## src/rtl/core/cpv_pkg.sv

```systemverilog
// Shared types, constants and lookup tables for the camera pose / view matrix block.
// No dependencies; imported by every module under rtl/core.
package cpv_pkg;

  localparam int unsigned SINE_TABLE_BITS = 10;
  localparam int unsigned SC_RBITS        = SINE_TABLE_BITS - 2;
  localparam int unsigned SC_QUARTER      = 2 ** SC_RBITS;

  localparam logic [15:0]        PI_Q13     = 16'd25736;
  localparam logic [16:0]        TWO_PI_Q13 = 17'd51472;
  localparam logic signed [15:0] PITCH_MAX  = 16'sd12288;
  localparam logic signed [15:0] DIR_ONE    = 16'sd16384;

  localparam logic [63:0] Q30_ONE     = 64'd1 << 30;
  localparam logic [63:0] HALF_PI_Q30 = 64'd1686629713;

  // multiply-accumulate widths: 16x32 products, three terms, Q14 rounding
  localparam int unsigned PROD_W = 48;
  localparam int unsigned ACC_W  = 49;
  localparam int unsigned RES_W  = ACC_W - 14;

  typedef logic signed [15:0] dir_t;
  typedef logic signed [31:0] pos_t;
  typedef logic signed [RES_W-1:0] res_t;
  typedef logic signed [RES_W:0]   wres_t;

  typedef enum logic [2:0] {
    REQ_YAW   = 3'd0,
    REQ_PITCH = 3'd1,
    REQ_FWD   = 3'd2,
    REQ_RIGHT = 3'd3,
    REQ_UP    = 3'd4,
    REQ_RESET = 3'd5
  } req_type_e;

  localparam logic [1:0] CFG_START_X = 2'd0;
  localparam logic [1:0] CFG_START_Y = 2'd1;
  localparam logic [1:0] CFG_START_Z = 2'd2;

  localparam logic [1:0] ROW_RIGHT = 2'd0;
  localparam logic [1:0] ROW_UP    = 2'd1;
  localparam logic [1:0] ROW_FWD   = 2'd2;

  typedef enum logic [3:0] {
    ST_IDLE,
    ST_ANGLE,
    ST_SCP_GO,
    ST_SCP_WAIT,
    ST_SCY_GO,
    ST_SCY_WAIT,
    ST_FRAME,
    ST_MAC_GO,
    ST_MAC_WAIT,
    ST_PUSH
  } cpv_state_e;

  typedef enum logic [3:0] {
    JOB_FWD_X,
    JOB_FWD_Z,
    JOB_UP_X,
    JOB_UP_Y,
    JOB_UP_Z,
    JOB_MOVE_X,
    JOB_MOVE_Y,
    JOB_MOVE_Z,
    JOB_DOT_R,
    JOB_DOT_U,
    JOB_DOT_F
  } cpv_job_e;

  typedef enum logic [1:0] {
    SC_IDLE,
    SC_MUL,
    SC_LOOK
  } sc_state_e;

  typedef struct packed {
    logic              start;
    logic signed [15:0] angle;
  } sc_req_t;

  typedef struct packed {
    logic done;
    dir_t sin;
    dir_t cos;
  } sc_rsp_t;

  typedef struct packed {
    logic       start;
    logic [1:0] nterms;
    dir_t       a;
    pos_t       b;
    logic       neg;
  } mac_req_t;

  typedef struct packed {
    logic       done;
    logic [1:0] term;
    res_t       result;
  } mac_rsp_t;

  typedef logic [15:0] lut_t [SC_QUARTER];

  function automatic logic [63:0] one_minus(input logic [63:0] sub);
    return (sub > Q30_ONE) ? 64'd0 : Q30_ONE - sub;
  endfunction

  // first quadrant sine or cosine, Q1.14, from a Taylor series in Q30
  function automatic lut_t build_lut(input logic want_cos);
    lut_t        lut;
    logic [63:0] x;
    logic [63:0] x2;
    logic [63:0] t;
    logic [63:0] v;
    for (int unsigned r = 0; r < SC_QUARTER; r++) begin
      x  = (64'(r) * HALF_PI_Q30) >> SC_RBITS;
      x2 = (x * x) >> 30;
      t  = Q30_ONE;
      if (!want_cos) begin
        t = one_minus(((x2 * t) >> 30) / 64'd110);
        t = one_minus(((x2 * t) >> 30) / 64'd72);
        t = one_minus(((x2 * t) >> 30) / 64'd42);
        t = one_minus(((x2 * t) >> 30) / 64'd20);
        t = one_minus(((x2 * t) >> 30) / 64'd6);
        v = (x * t) >> 30;
      end else begin
        t = one_minus(((x2 * t) >> 30) / 64'd132);
        t = one_minus(((x2 * t) >> 30) / 64'd90);
        t = one_minus(((x2 * t) >> 30) / 64'd56);
        t = one_minus(((x2 * t) >> 30) / 64'd30);
        t = one_minus(((x2 * t) >> 30) / 64'd12);
        t = one_minus(((x2 * t) >> 30) / 64'd2);
        v = t;
      end
      lut[r] = 16'((v + (64'd1 << 15)) >> 16);
    end
    return lut;
  endfunction

  localparam lut_t SIN_LUT = build_lut(1'b0);
  localparam lut_t COS_LUT = build_lut(1'b1);

  function automatic dir_t sat_dir(input wres_t v);
    if (v > wres_t'(DIR_ONE)) return DIR_ONE;
    if (v < -wres_t'(DIR_ONE)) return -DIR_ONE;
    return dir_t'(v[15:0]);
  endfunction

  function automatic pos_t sat32(input wres_t v);
    if (v > wres_t'(32'sh7fffffff)) return 32'sh7fffffff;
    if (v < -wres_t'(32'sh80000000) - wres_t'(0)) begin
      if (v < wres_t'(32'sh80000000)) return 32'sh80000000;
    end
    return pos_t'(v[31:0]);
  endfunction

endpackage

```

## src/rtl/core/cpv_sincos.sv

```systemverilog
// Sine/cosine unit: quantizes a Q3.13 angle to a table phase with a
// reciprocal multiplication, then reads the quarter-wave tables. Uses cpv_pkg.
module cpv_sincos import cpv_pkg::*; (
  input  logic    clk_i,
  input  logic    rst_ni,
  input  sc_req_t req_i,
  output sc_rsp_t rsp_o
);

  localparam int unsigned NUM_W     = SINE_TABLE_BITS + 17;
  // floor(n / 2pi) is exact for n < 2^NUM_W with this shift
  localparam int unsigned RCP_SHIFT = NUM_W + 16;
  localparam int unsigned RCP_W     = RCP_SHIFT - 15;
  localparam logic [63:0] RCP       = ((64'd1 << RCP_SHIFT) + 64'(TWO_PI_Q13) - 64'd1)
                                      / 64'(TWO_PI_Q13);

  sc_state_e state_q, state_d;
  logic [NUM_W-1:0]           num_q;
  logic [SINE_TABLE_BITS-1:0] quo_q;
  logic                       done_q;
  dir_t                       sin_q, cos_q;

  logic [NUM_W-1:0]       num;
  logic [NUM_W+RCP_W-1:0] prod;
  logic [SC_RBITS-1:0]    r;
  dir_t                   s_tab, c_tab, sin_d, cos_d;

  // angle * 2^B + pi, offset by 2^B full turns so the dividend stays positive
  assign num = (NUM_W'(req_i.angle) << SINE_TABLE_BITS) + NUM_W'(PI_Q13)
             + (NUM_W'(TWO_PI_Q13) << SINE_TABLE_BITS);

  assign prod = num_q * RCP_W'(RCP);

  always_comb begin
    state_d = state_q;
    case (state_q)
      SC_IDLE: if (req_i.start) state_d = SC_MUL;
      SC_MUL:  state_d = SC_LOOK;
      SC_LOOK: state_d = SC_IDLE;
      default: state_d = SC_IDLE;
    endcase
  end

  always_comb begin
    r     = quo_q[SC_RBITS-1:0];
    s_tab = dir_t'(SIN_LUT[r]);
    c_tab = dir_t'(COS_LUT[r]);
    case (quo_q[SINE_TABLE_BITS-1 -: 2])
      2'd0:    begin sin_d = s_tab;  cos_d = c_tab;  end
      2'd1:    begin sin_d = c_tab;  cos_d = -s_tab; end
      2'd2:    begin sin_d = -s_tab; cos_d = -c_tab; end
      default: begin sin_d = -c_tab; cos_d = s_tab;  end
    endcase
  end

  always_ff @(posedge clk_i or negedge rst_ni) begin
    if (!rst_ni) begin
      state_q <= SC_IDLE;
      done_q  <= 1'b0;
    end else begin
      state_q <= state_d;
      done_q  <= (state_q == SC_LOOK);
    end
  end

  always_ff @(posedge clk_i) begin
    if (state_q == SC_IDLE && req_i.start) begin
      num_q <= num;
    end
    // quotient modulo the table size is the phase index
    if (state_q == SC_MUL) begin
      quo_q <= prod[RCP_SHIFT +: SINE_TABLE_BITS];
    end
    if (state_q == SC_LOOK) begin
      sin_q <= sin_d;
      cos_q <= cos_d;
    end
  end

  assign rsp_o.done = done_q;
  assign rsp_o.sin  = sin_q;
  assign rsp_o.cos  = cos_q;

endmodule

```

## src/rtl/core/cpv_mac.sv

```systemverilog
// Shared multiply-accumulate unit: up to three signed 16x32 terms per job,
// product registered, result rounded to Q14. Uses cpv_pkg.
module cpv_mac import cpv_pkg::*; (
  input  logic     clk_i,
  input  logic     rst_ni,
  input  mac_req_t req_i,
  output mac_rsp_t rsp_o
);

  logic                    issue_q, pvld_q, plast_q, pneg_q, done_q;
  logic [1:0]              idx_q;
  logic signed [PROD_W-1:0] prod_q;
  logic signed [ACC_W-1:0]  acc_q, acc_rnd;
  logic                    is_last;

  assign is_last = (idx_q == req_i.nterms - 2'd1);

  always_ff @(posedge clk_i or negedge rst_ni) begin
    if (!rst_ni) begin
      issue_q <= 1'b0;
      idx_q   <= '0;
      pvld_q  <= 1'b0;
      plast_q <= 1'b0;
      done_q  <= 1'b0;
    end else begin
      done_q  <= pvld_q & plast_q;
      pvld_q  <= issue_q;
      plast_q <= issue_q & is_last;
      if (req_i.start) begin
        issue_q <= 1'b1;
        idx_q   <= '0;
      end else if (issue_q) begin
        idx_q <= idx_q + 2'd1;
        if (is_last) issue_q <= 1'b0;
      end
    end
  end

  always_ff @(posedge clk_i) begin
    if (issue_q) begin
      prod_q <= req_i.a * req_i.b;
      pneg_q <= req_i.neg;
    end
    if (req_i.start) begin
      acc_q <= '0;
    end else if (pvld_q) begin
      acc_q <= pneg_q ? acc_q - ACC_W'(prod_q) : acc_q + ACC_W'(prod_q);
    end
  end

  assign acc_rnd     = acc_q + ACC_W'(8192);
  assign rsp_o.done   = done_q;
  assign rsp_o.term   = idx_q;
  assign rsp_o.result = res_t'(acc_rnd[ACC_W-1:14]);

endmodule

```

## src/rtl/core/camera_pose_view_matrix.sv

```systemverilog
// First-person camera pose keeper with view-matrix row output: top level
// with the command sequencer. Uses cpv_pkg, cpv_sincos and cpv_mac.
//
// Usage: a command (req_type, turn_angle, move_distance) is a request on the
// in_ channel (valid/ready). Each command turns, moves or resets the pose and
// then yields three requests on the out_ channel: rows right, up and negated
// forward, each with its translation offset; last_row marks the third.
// Start position registers are written on the cfg_ channel (index 0..2 =
// x, y, z; other indexes are ignored); cfg_ready_o is always high.
// The three rows follow the pose update one after another. Their pace is
// set by the single 16x32 multiply-accumulate unit, which computes every
// product in turn, and by the sin/cos unit (per angle: register,
// reciprocal multiply for the phase, table read). One command is
// in work at a time; in_ready_o is high only in idle. Rows sit in an output
// register; while the receiver stalls the sequencer holds the next row and
// the block waits. After the third row is loaded the next command is
// accepted even if that row is still not taken.
// Reset puts the camera at the origin looking down -z with yaw = pitch = 0
// and clears the start registers.
module camera_pose_view_matrix import cpv_pkg::*; (
  input  logic               clk_i,
  input  logic               rst_ni,
  input  logic               in_valid_i,
  output logic               in_ready_o,
  input  logic [2:0]         req_type_i,
  input  logic signed [15:0] turn_angle_i,
  input  logic signed [31:0] move_distance_i,
  output logic               out_valid_o,
  input  logic               out_ready_i,
  output logic [1:0]         row_index_o,
  output logic signed [15:0] col_x_o,
  output logic signed [15:0] col_y_o,
  output logic signed [15:0] col_z_o,
  output logic signed [31:0] offset_o,
  output logic               last_row_o,
  input  logic               cfg_valid_i,
  output logic               cfg_ready_o,
  input  logic [1:0]         cfg_index_i,
  input  logic [31:0]        cfg_data_i
);

  cpv_state_e state_q, state_d;
  cpv_job_e   job_q, job_d;

  logic [2:0]         cmd_q;
  logic signed [15:0] ang_q, yaw_q, pitch_q;
  pos_t               dist_q;
  pos_t               start_q [3];
  pos_t               pos_q [3];
  dir_t               fwd_q [3];
  dir_t               right_q [3];
  dir_t               up_q [3];
  dir_t               sin_q, cos_q, cp_q;
  pos_t               off_q;

  logic               out_valid_q, last_q;
  logic [1:0]         row_q;
  dir_t               cx_q, cy_q, cz_q;
  pos_t               ofs_out_q;

  sc_req_t  sc_req;
  sc_rsp_t  sc_rsp;
  mac_req_t mac_req;
  mac_rsp_t mac_rsp;

  logic               accept, out_free, push;
  logic signed [16:0] yaw_sum, yaw_nx, pitch_sum;
  logic signed [15:0] pitch_nx;
  dir_t               mv_dir [3];
  logic [1:0]         mv_idx;
  wres_t              res_w;

  cpv_sincos u_sincos (
    .clk_i  (clk_i),
    .rst_ni (rst_ni),
    .req_i  (sc_req),
    .rsp_o  (sc_rsp)
  );

  cpv_mac u_mac (
    .clk_i  (clk_i),
    .rst_ni (rst_ni),
    .req_i  (mac_req),
    .rsp_o  (mac_rsp)
  );

  function automatic dir_t pick_dir(input dir_t v [3], input logic [1:0] i);
    case (i)
      2'd0:    return v[0];
      2'd1:    return v[1];
      default: return v[2];
    endcase
  endfunction

  function automatic pos_t pick_pos(input pos_t v [3], input logic [1:0] i);
    case (i)
      2'd0:    return v[0];
      2'd1:    return v[1];
      default: return v[2];
    endcase
  endfunction

  function automatic cpv_job_e next_job(input cpv_job_e j);
    case (j)
      JOB_FWD_X:  return JOB_FWD_Z;
      JOB_UP_X:   return JOB_UP_Y;
      JOB_UP_Y:   return JOB_UP_Z;
      JOB_MOVE_X: return JOB_MOVE_Y;
      JOB_MOVE_Y: return JOB_MOVE_Z;
      JOB_DOT_R:  return JOB_DOT_U;
      JOB_DOT_U:  return JOB_DOT_F;
      default:    return JOB_DOT_R;
    endcase
  endfunction

  assign out_free = !out_valid_q || out_ready_i;
  assign accept   = in_valid_i && in_ready_o;
  assign res_w    = wres_t'(mac_rsp.result);

  // angle updates: yaw wraps into [-pi, pi), pitch clamps to +-1.5 rad
  always_comb begin
    yaw_sum = 17'(yaw_q) + 17'(ang_q);
    if (yaw_sum >= $signed({1'b0, PI_Q13})) begin
      yaw_nx = yaw_sum - $signed(TWO_PI_Q13);
    end else if (yaw_sum < -$signed({1'b0, PI_Q13})) begin
      yaw_nx = yaw_sum + $signed(TWO_PI_Q13);
    end else begin
      yaw_nx = yaw_sum;
    end
    pitch_sum = 17'(pitch_q) + 17'(ang_q);
    if (pitch_sum > 17'(PITCH_MAX)) begin
      pitch_nx = PITCH_MAX;
    end else if (pitch_sum < -17'(PITCH_MAX)) begin
      pitch_nx = -PITCH_MAX;
    end else begin
      pitch_nx = pitch_sum[15:0];
    end
  end

  // next state and job
  always_comb begin
    state_d = state_q;
    job_d   = job_q;
    case (state_q)
      ST_IDLE: begin
        if (in_valid_i) begin
          case (req_type_e'(req_type_i))
            REQ_YAW, REQ_PITCH: state_d = ST_ANGLE;
            REQ_FWD, REQ_RIGHT, REQ_UP: begin
              state_d = ST_MAC_GO;
              job_d   = JOB_MOVE_X;
            end
            default: begin
              state_d = ST_MAC_GO;
              job_d   = JOB_DOT_R;
            end
          endcase
        end
      end
      ST_ANGLE:    state_d = (cmd_q == REQ_PITCH) ? ST_SCP_GO : ST_SCY_GO;
      ST_SCP_GO:   state_d = ST_SCP_WAIT;
      ST_SCP_WAIT: if (sc_rsp.done) state_d = ST_SCY_GO;
      ST_SCY_GO:   state_d = ST_SCY_WAIT;
      ST_SCY_WAIT: begin
        if (sc_rsp.done) begin
          if (cmd_q == REQ_PITCH) begin
            state_d = ST_MAC_GO;
            job_d   = JOB_FWD_X;
          end else begin
            state_d = ST_FRAME;
          end
        end
      end
      ST_FRAME: begin
        state_d = ST_MAC_GO;
        job_d   = JOB_UP_X;
      end
      ST_MAC_GO: state_d = ST_MAC_WAIT;
      ST_MAC_WAIT: begin
        if (mac_rsp.done) begin
          case (job_q)
            JOB_DOT_R, JOB_DOT_U, JOB_DOT_F: state_d = ST_PUSH;
            JOB_FWD_Z: state_d = ST_FRAME;
            default: begin
              state_d = ST_MAC_GO;
              job_d   = next_job(job_q);
            end
          endcase
        end
      end
      ST_PUSH: begin
        if (out_free) begin
          if (job_q == JOB_DOT_F) begin
            state_d = ST_IDLE;
          end else begin
            state_d = ST_MAC_GO;
            job_d   = next_job(job_q);
          end
        end
      end
      default: state_d = ST_IDLE;
    endcase
  end

  // sequencer outputs: handshakes and shared-unit operands
  always_comb begin
    in_ready_o   = (state_q == ST_IDLE);
    push         = (state_q == ST_PUSH) && out_free;
    sc_req.start = (state_q == ST_SCP_GO) || (state_q == ST_SCY_GO);
    sc_req.angle = (state_q == ST_SCP_GO) ? pitch_q : yaw_q;

    case (cmd_q)
      REQ_FWD:   mv_dir = fwd_q;
      REQ_RIGHT: mv_dir = right_q;
      default:   mv_dir = up_q;
    endcase
    case (job_q)
      JOB_MOVE_X: mv_idx = 2'd0;
      JOB_MOVE_Y: mv_idx = 2'd1;
      default:    mv_idx = 2'd2;
    endcase

    mac_req.start  = (state_q == ST_MAC_GO);
    mac_req.nterms = 2'd1;
    mac_req.neg    = 1'b0;
    mac_req.a      = '0;
    mac_req.b      = '0;
    case (job_q)
      JOB_FWD_X: begin
        mac_req.a = -sin_q;
        mac_req.b = pos_t'(cp_q);
      end
      JOB_FWD_Z: begin
        mac_req.a = -cos_q;
        mac_req.b = pos_t'(cp_q);
      end
      // up = right x forward with right = (-fz, 0, fx)
      JOB_UP_X: begin
        mac_req.a   = fwd_q[0];
        mac_req.b   = pos_t'(fwd_q[1]);
        mac_req.neg = 1'b1;
      end
      JOB_UP_Y: begin
        mac_req.nterms = 2'd2;
        if (mac_rsp.term == 2'd0) begin
          mac_req.a = fwd_q[0];
          mac_req.b = pos_t'(fwd_q[0]);
        end else begin
          mac_req.a   = right_q[0];
          mac_req.b   = pos_t'(fwd_q[2]);
          mac_req.neg = 1'b1;
        end
      end
      JOB_UP_Z: begin
        mac_req.a = right_q[0];
        mac_req.b = pos_t'(fwd_q[1]);
      end
      JOB_MOVE_X, JOB_MOVE_Y, JOB_MOVE_Z: begin
        mac_req.a = pick_dir(mv_dir, mv_idx);
        mac_req.b = dist_q;
      end
      JOB_DOT_R: begin
        mac_req.nterms = 2'd3;
        mac_req.a      = pick_dir(right_q, mac_rsp.term);
        mac_req.b      = pick_pos(pos_q, mac_rsp.term);
      end
      JOB_DOT_U: begin
        mac_req.nterms = 2'd3;
        mac_req.a      = pick_dir(up_q, mac_rsp.term);
        mac_req.b      = pick_pos(pos_q, mac_rsp.term);
      end
      default: begin
        mac_req.nterms = 2'd3;
        mac_req.a      = pick_dir(fwd_q, mac_rsp.term);
        mac_req.b      = pick_pos(pos_q, mac_rsp.term);
      end
    endcase
  end

  assign cfg_ready_o = 1'b1;

  always_ff @(posedge clk_i or negedge rst_ni) begin
    if (!rst_ni) begin
      state_q     <= ST_IDLE;
      job_q       <= JOB_DOT_R;
      cmd_q       <= '0;
      yaw_q       <= '0;
      pitch_q     <= '0;
      start_q     <= '{default: '0};
      pos_q       <= '{default: '0};
      fwd_q       <= '{16'sd0, 16'sd0, -DIR_ONE};
      right_q     <= '{DIR_ONE, 16'sd0, 16'sd0};
      up_q        <= '{16'sd0, DIR_ONE, 16'sd0};
      out_valid_q <= 1'b0;
    end else begin
      state_q <= state_d;
      job_q   <= job_d;

      if (cfg_valid_i) begin
        case (cfg_index_i)
          CFG_START_X: start_q[0] <= cfg_data_i;
          CFG_START_Y: start_q[1] <= cfg_data_i;
          CFG_START_Z: start_q[2] <= cfg_data_i;
          default: ;
        endcase
      end

      if (accept) begin
        cmd_q <= req_type_i;
        if (req_type_i == REQ_RESET) begin
          pos_q   <= start_q;
          yaw_q   <= '0;
          pitch_q <= '0;
          fwd_q   <= '{16'sd0, 16'sd0, -DIR_ONE};
          right_q <= '{DIR_ONE, 16'sd0, 16'sd0};
          up_q    <= '{16'sd0, DIR_ONE, 16'sd0};
        end
      end

      if (state_q == ST_ANGLE) begin
        if (cmd_q == REQ_PITCH) pitch_q <= pitch_nx;
        else yaw_q <= yaw_nx[15:0];
      end

      if (state_q == ST_SCP_WAIT && sc_rsp.done) begin
        fwd_q[1] <= sc_rsp.sin;
      end

      // a yaw turn builds a level forward vector
      if (state_q == ST_SCY_WAIT && sc_rsp.done && cmd_q != REQ_PITCH) begin
        fwd_q[0] <= -sc_rsp.sin;
        fwd_q[1] <= '0;
        fwd_q[2] <= -sc_rsp.cos;
      end

      if (state_q == ST_FRAME) begin
        right_q[0] <= sat_dir(-wres_t'(fwd_q[2]));
        right_q[1] <= '0;
        right_q[2] <= fwd_q[0];
      end

      if (state_q == ST_MAC_WAIT && mac_rsp.done) begin
        case (job_q)
          JOB_FWD_X:  fwd_q[0] <= sat_dir(res_w);
          JOB_FWD_Z:  fwd_q[2] <= sat_dir(res_w);
          JOB_UP_X:   up_q[0]  <= sat_dir(res_w);
          JOB_UP_Y:   up_q[1]  <= sat_dir(res_w);
          JOB_UP_Z:   up_q[2]  <= sat_dir(res_w);
          JOB_MOVE_X: pos_q[0] <= sat32(wres_t'(pos_q[0]) + res_w);
          JOB_MOVE_Y: pos_q[1] <= sat32(wres_t'(pos_q[1]) + res_w);
          JOB_MOVE_Z: pos_q[2] <= sat32(wres_t'(pos_q[2]) + res_w);
          default: ;
        endcase
      end

      if (push) begin
        out_valid_q <= 1'b1;
      end else if (out_ready_i) begin
        out_valid_q <= 1'b0;
      end
    end
  end

  always_ff @(posedge clk_i) begin
    if (accept) begin
      ang_q  <= turn_angle_i;
      dist_q <= move_distance_i;
    end
    if (state_q == ST_SCP_WAIT && sc_rsp.done) begin
      cp_q <= sc_rsp.cos;
    end
    if (state_q == ST_SCY_WAIT && sc_rsp.done) begin
      sin_q <= sc_rsp.sin;
      cos_q <= sc_rsp.cos;
    end
    if (state_q == ST_MAC_WAIT && mac_rsp.done) begin
      off_q <= (job_q == JOB_DOT_F) ? sat32(res_w) : sat32(-res_w);
    end
    if (push) begin
      ofs_out_q <= off_q;
      case (job_q)
        JOB_DOT_R: begin
          row_q  <= ROW_RIGHT;
          cx_q   <= right_q[0];
          cy_q   <= right_q[1];
          cz_q   <= right_q[2];
          last_q <= 1'b0;
        end
        JOB_DOT_U: begin
          row_q  <= ROW_UP;
          cx_q   <= up_q[0];
          cy_q   <= up_q[1];
          cz_q   <= up_q[2];
          last_q <= 1'b0;
        end
        default: begin
          row_q  <= ROW_FWD;
          cx_q   <= -fwd_q[0];
          cy_q   <= -fwd_q[1];
          cz_q   <= -fwd_q[2];
          last_q <= 1'b1;
        end
      endcase
    end
  end

  assign out_valid_o = out_valid_q;
  assign row_index_o = row_q;
  assign col_x_o     = cx_q;
  assign col_y_o     = cy_q;
  assign col_z_o     = cz_q;
  assign offset_o    = ofs_out_q;
  assign last_row_o  = last_q;

endmodule

```

## config.mk

```make
export PLATFORM = sky130hd
export DESIGN_NAME = camera_pose_view_matrix
export DESIGN_NICKNAME = d
export VERILOG_FILES = /design/src/rtl/core/cpv_pkg.sv /design/src/rtl/core/cpv_sincos.sv /design/src/rtl/core/cpv_mac.sv /design/src/rtl/core/camera_pose_view_matrix.sv
export SDC_FILE = /design/constraint.sdc
export NUM_CORES = 2
export LEC_CHECK = 0
export CAP_MARGIN = 20
export CORE_MARGIN = 8
export CORE_UTILIZATION = 60
export CTS_BUF_LIST = sky130_fd_sc_hd__clkbuf_4
export DETAILED_ROUTE_END_ITERATION = 6
export DONT_BUFFER_PORTS = 1
export GPL_TIMING_DRIVEN = 0
export PLACE_DENSITY = 0.87
export SYNTH_ARGS = -nofsm -noshare
export SYNTH_HDL_FRONTEND = slang
export SYNTH_SLANG_ARGS = --single-unit
export TNS_END_PERCENT = 1
```

## constraint.sdc

```tcl
create_clock -name clk_i -period 11.75 [get_ports clk_i]
set_clock_uncertainty 0.05 [all_clocks]
set_input_delay 2.35 -clock clk_i [delete_from_list [all_inputs] [get_ports clk_i]]
set_output_delay 2.35 -clock clk_i [all_outputs]
set_load 0.01 [all_outputs]
```

======== After elaboration in Yosys (flattened, before gate mapping) ========
Memory sizes are Yosys's and may differ from the RTL's.
Index checks and enable logic that the tools add are counted.
storage, ports and cells
  input port bits ......................... 90
  memories ................................ 2
  logic and storage cells ................. 389
  output and inout port bits .............. 86
  ROM bits ................................ 8,192
  flip-flop bits (word level) ............. 767
memories
  memory            words  bits a word  rd ports  clocked after memory_dff  write ports  line              RTL
  (name not given)  256    16           1         0                         0            cpv_sincos.sv:47  c_tab = dir_t'(COS_LUT[r]);
  (name not given)  256    16           1         0                         0            cpv_sincos.sv:46  s_tab = dir_t'(SIN_LUT[r]);
operators by class
  mux-type cells .......................... 200
  add/subtract/negate cells ............... 25
  bitwise gates (word level) .............. 3
  eq/ne operators ......................... 47
  reductions and logical operators ........ 39
  $lt $le $gt $ge ......................... 24
  multipliers ............................. 2
operators by type and width
  kind                                                                            number
  32-bit two-way mux                                                              29
  16-bit two-way mux                                                              41
  48-bit two-way mux                                                              10
  48-bit one-hot mux with 8 select lines                                          1
  96-bit two-way mux                                                              3
  16-bit one-hot mux with 2 select lines                                          7
  36-bit by 32-bit > comparator with 1-bit output, second input constant          4
  36-bit by 32-bit less-than comparator with 1-bit output, second input constant  4
  36-bit by 33-bit less-than comparator with 1-bit output, second input constant  4
  16-bit negation                                                                 9
  32-bit by 35-bit adder with 36-bit output                                       3
  16-bit one-hot mux with 3 select lines                                          2
  48-bit one-hot mux with 2 select lines                                          1
  1-bit two-way mux                                                               76
  32-bit one-hot mux with 2 select lines                                          1
  27-bit by 28-bit multiplier with 53-bit output, second input constant           1
  49-bit by 15-bit adder with 49-bit output, second input constant                1
  49-bit by 48-bit adder with 49-bit output                                       1
  49-bit two-way mux                                                              1
  49-bit by 48-bit subtractor with 49-bit output                                  1
  16-bit by 32-bit multiplier with 48-bit output                                  1
  4-bit two-way mux                                                               12
  4-bit one-hot mux with 10 select lines                                          1
  36-bit by 16-bit > comparator with 1-bit output, second input constant          1
  other kinds (58)                                                                125

======== Longest topological paths before layout ========
  depth in word-level cells ............... 13
  depth in mapped cells ................... 39
  depth with buffers taken out ............ 36

======== By module ========
Synthesis repeated with hierarchy kept, for this count alone.
unflattened totals
  cell total of the unflattened synthesis .. 8,981
  area, all modules ....................... 81,557.0 um2
by module, submodules not included
  module                   cells an instance  sequential area each (um2)  area an instance (um2)  times used
  camera_pose_view_matrix  3,860              15,421.0                    37,186.9                1
  cpv_mac                  2,982              2,602.5                     25,867.3                1
  cpv_sincos               2,139              1,846.8                     18,502.7                1

======== Least setup slack after synthesis ========
OpenSTA, ideal clock, no wires.
  kind .................................... reg2reg
  from .................................... register job_q[3]
  to ...................................... register u_mac.prod_q[47], data pin
  buffers on the path ..................... 6
  data arrival time ....................... 8,701 ps
  required time ........................... 11,440 ps
  setup time .............................. 260 ps
  clock period less this slack ............ 9,011 ps
  stages on the path, launching flop included .. 33
  slack ................................... 2,739 ps
  path through ............................ dfstp_2 > clkbuf_1 > nand2b_1 > clkbuf_1 > nor3_1 > or2_2 > clkbuf_1 > a221o_1 > clkbuf_1 > clkbuf_1 > a221oi_1 > nor2_1 > fa_1 > inv_1 > fa_1 > fa_1 > inv_1 > fa_1 > fa_1 > inv_1 > fa_1 > inv_1 > ha_1 > clkbuf_1 > nand3_1 > a211oi_1 > o211ai_1 > a31oi_1 > nor3_1 > o21ai_0 > or3b_2 > a21oi_1 > xnor2_1
on the way
  longest elaborated chain between the ends .. 6
  elaborated cells between the ends (all ways) .. 17
  those cells by class .................... mul: 1; eq/ne: 10; mux: 3; reduce/logical: 3
ends and longest elaborated chain
  item                                                                                      line                                                            RTL
  start: declaration                                                                        camera_pose_view_matrix.sv:43                                   cpv_job_e job_q, job_d;
  start signal: assignment                                                                  camera_pose_view_matrix.sv:297                                  job_q <= job_d;
  4-bit by 3-bit equality test with 1-bit output                                            camera_pose_view_matrix.sv:217, camera_pose_view_matrix.sv:228
  2-bit one-hot mux with 2 select lines                                                     camera_pose_view_matrix.sv:217                                  case (job_q)
  2-bit by 1-bit equality test with 1-bit output / 2-bit zero test (equally long branches)  camera_pose_view_matrix.sv:88                                   case (i)
  16-bit one-hot mux with 2 select lines                                                    camera_pose_view_matrix.sv:88
  48-bit one-hot mux with 8 select lines (*)                                                camera_pose_view_matrix.sv:228                                  case (job_q)
  16-bit by 32-bit multiplier with 48-bit output (*)                                        cpv_mac.sv:41                                                   prod_q <= req_i.a * req_i.b;
  end signal: assignment                                                                    cpv_mac.sv:41
  end: declaration                                                                          cpv_mac.sv:12                                                   logic signed [PROD_W-1:0] prod_q;
Every way passes the cells marked *; elsewhere a longest branch is shown, timed or not.
A chain may end at the register's enable or synchronous reset.

======== Final worst setup path ========
Ends and elaborated chain as after synthesis.

==> results.ini <==
[synth]
avgSynthCellArea_um2=8.787
synth_compound_area_share_pct=17.79
netlist_area_mm2=0.08118
async_flop_share_pct=50.41
synth_xor_xnor_area_share_pct=4.602
synth_top_family_by_area=adder cells
synth-seq-cells=740
synth-simple-area-share_pct=16.37
yosysWarnings=0
synthAdderAreaFrac_pct=25.11
yosysTopAreaCell=fa_1
muxShareOfSynthArea_pct=4.371
ys_seq_area_share_pct=24.48
synthFlopType=dfrtp_1
synthesis.nets=10560
synth.top_cell.area_share_pct=16.23
ys_types=106
synthTopCellsByArea=fa_1, edfxtp_1, dfrtp_1
netlist_instances=9238
synth_edf_count=318

[timing]
finalHoldViolCount=0
timing.final.crit_share_pct=99.73
max_slew_margin_pct=9.439
drv_slew=0
max_freq_mhz=85.34
worst_pin_slew_ns=1.353
setup_violations=0
final.min_clock_period_ns=11.72
rsz0062_at_grt=no
worst_slack_ns=0.03148

[worst_setup_path]
start_kind=flop
crit_slowest_cell=fa_1
path_class=flop to flop
reg2reg_depth=35
cp_common_cell=fa_1
cp_max_fo=10
max_stage_delay_ns=0.57
required_ns=12.65
endpoint_kind=flop
worstPathArrival_ns=12.62

[floorplan]
pin_count=176
die_h_um=383.8
die_area_mm2=0.1473
die_x_um=383.8
core-area_mm2=0.1350
start_util_pct=60.15
std_cell_rows=135

[cts]
cts_setup_buffers=0
htreeDepth=4
clk_pin_slew_ns=0.08
clk_latency_ns=1.29
cts_tree=done
ctsHoldBuffers=0
cts_max_path_buffers=3
root_buffer=clkbuf_4
cts-buffers-inserted=198
clkSinkCount=740

[routing]
ant_nets=0
wl_per_cell_um=31.60
drtPass1Iterations=7
vias=80750
wl_met2_um=149600
wl_met1_um=121500
drcViolationCount=7
drtIter0Drc=12640
met3_length_um=53740
wl_um=362800
vias_per_cell=7.031
maxUsedRoutingLayer=met5

[cells_and_area]
stdcell_area_mm2=0.08700
area_growth_pct=7.170
layout-drive-gt1-share_pct=8.538
nets=10830
final_core_util_pct=64.46

[global_routing]
grt-ovfl-total=0
antenna_found_initial=53
grt_pass1_wl_um=523900
grt_max_degree=374
grt.total_usage_pct=48.06
grt_pass1_vias=79820

[place]
dp_slack_ns=-1.203
dpl-instance-area_mm2=0.08405
place_congestion=1.128
dpl.hpwl_um=281800
numPortBuffers=0

[min_path]
hold_depth=0
hp-class=flop to flop

[run]
drv_cap=0

[outcome]
outcome=complete, but fails checks
violations=design-rule violations

registers in the layout (all words and copies together) (netlist names), 17 cells and up:
signal and cells:
pos_q 96, start_q 96, u_mac.acc_q 49, fwd_q 48, u_mac.prod_q 48, up_q 48
dist_q 32, off_q 32, offset_o 32, right_q 32, u_sincos.num_q 17
cell type report:
cell class                 count  area (µm²)
buffer                       545        2280
antenna                       40       100.1
clock inverter                73       490.5
sequential                   740       19870
tap                         1781        2228
multi-input combinational   6972       55600
fill                       11080       47960
inverter                     979        3675
timing repair buffer          67       593.1
clock buffer                 287        2155
per-layer routing:
layer,up-vias,GRT usage (%)
met1,38680,55.43
met4,26,38.29
met2,7041,69.92
li1,32910,-
met3,2085,20.41
met5,-,0.03305
per-stage QoR:
| stage | hold WS, ns | cells | TNS (ns) |
|---|---|---|---|
| floorplan | 0.3503 | 9238 | 0 |
| global placement | 0.3535 | 11020 | -22.42 |
| detailed placement | 0.3545 | 11080 | -13.87 |
| CTS | 0.3672 | 11440 | 0 |
| global route | 0.3705 | 11460 | 0 |
| finish | 0.3702 | 11480 | 0 |
synth_stat cells (155+ instances only):
library cell	instances
nor3_1	203
ha_1	576
xnor2_1	275
a21oi_1	532
dfrtp_1	368
nand3_1	221
o21ai_0	526
nor2_1	752
edfxtp_1	318
clkbuf_1	406
fa_1	658
nand2b_1	155
nand2_1	932
inv_1	968
worst max-delay path: cells and delay by family (launching register included):
| kind | cells | cell delay, ns |
|---|---|---|
| DFF | 1 | 0.53 |
| adders and majority gates | 7 | 3.56 |
| and+or+nand+nor | 8 | 2.22 |
| AOI/OAI and AO/OA | 11 | 3.08 |
| buffers and inverters | 8 | 1.84 |
| xor gates and xnor gates | 1 | 0.12 |
repair_timing:
action                     in CTS  in global routing
gates resized for setup        22                 49
pin swaps                       0                  1
setup endpoints to repair      24                 11
final timing paths:
| kind | start | end | slack, ns |
|---|---|---|---|
| max in group asynchronous | rst_ni | u_mac.idx_q[0] | 10.39 |
| worst max-delay path | job_q[3] | u_mac.prod_q[47] | 0.03 |
| worst min-delay path | off_q[27] | offset_o[27] | 0.37 |
| min in group asynchronous | rst_ni | start_q[34] | 0.77 |
| worst min register to register | off_q[27] | offset_o[27] | 0.37 |
| worst max register to register | job_q[3] | u_mac.prod_q[47] | 0.03 |
cell usage in the layout (no fill, tap or decap), types with 57 or more instances in the layout:
master	n
a211oi_1	86
a21o_1	147
a21oi_1	529
a22oi_1	107
a31oi_1	84
a32oi_1	66
and2_1	76
and3_1	63
buf_2	83
clkbuf_1	379
clkbuf_4	288
dfrtp_1	367
edfxtp_1	318
fa_1	658
ha_1	576
inv_1	967
mux2_2	136
mux2i_1	80
nand2_1	930
nand2b_1	154
nand3_1	220
nor2_1	751
nor2b_1	108
nor3_1	199
nor4_1	59
o211ai_1	57
o21ai_0	515
or3_1	58
xnor2_1	273
xor2_1	149
cell families after synthesis:
kind of cell | count (synthesis)
adder cells (fa/ha/maj) | 1234
AO/OA/AOI/OAI | 2200
multiplexers | 270
flip-flops | 740
buffers and inverters | 1526
AND/OR/NAND/NOR | 2842
other | 1
XOR/XNOR | 425
Power is left out: the tool's default activity adds up to more than one toggle a clock period on the data nets, which glitch-free logic cannot reach.
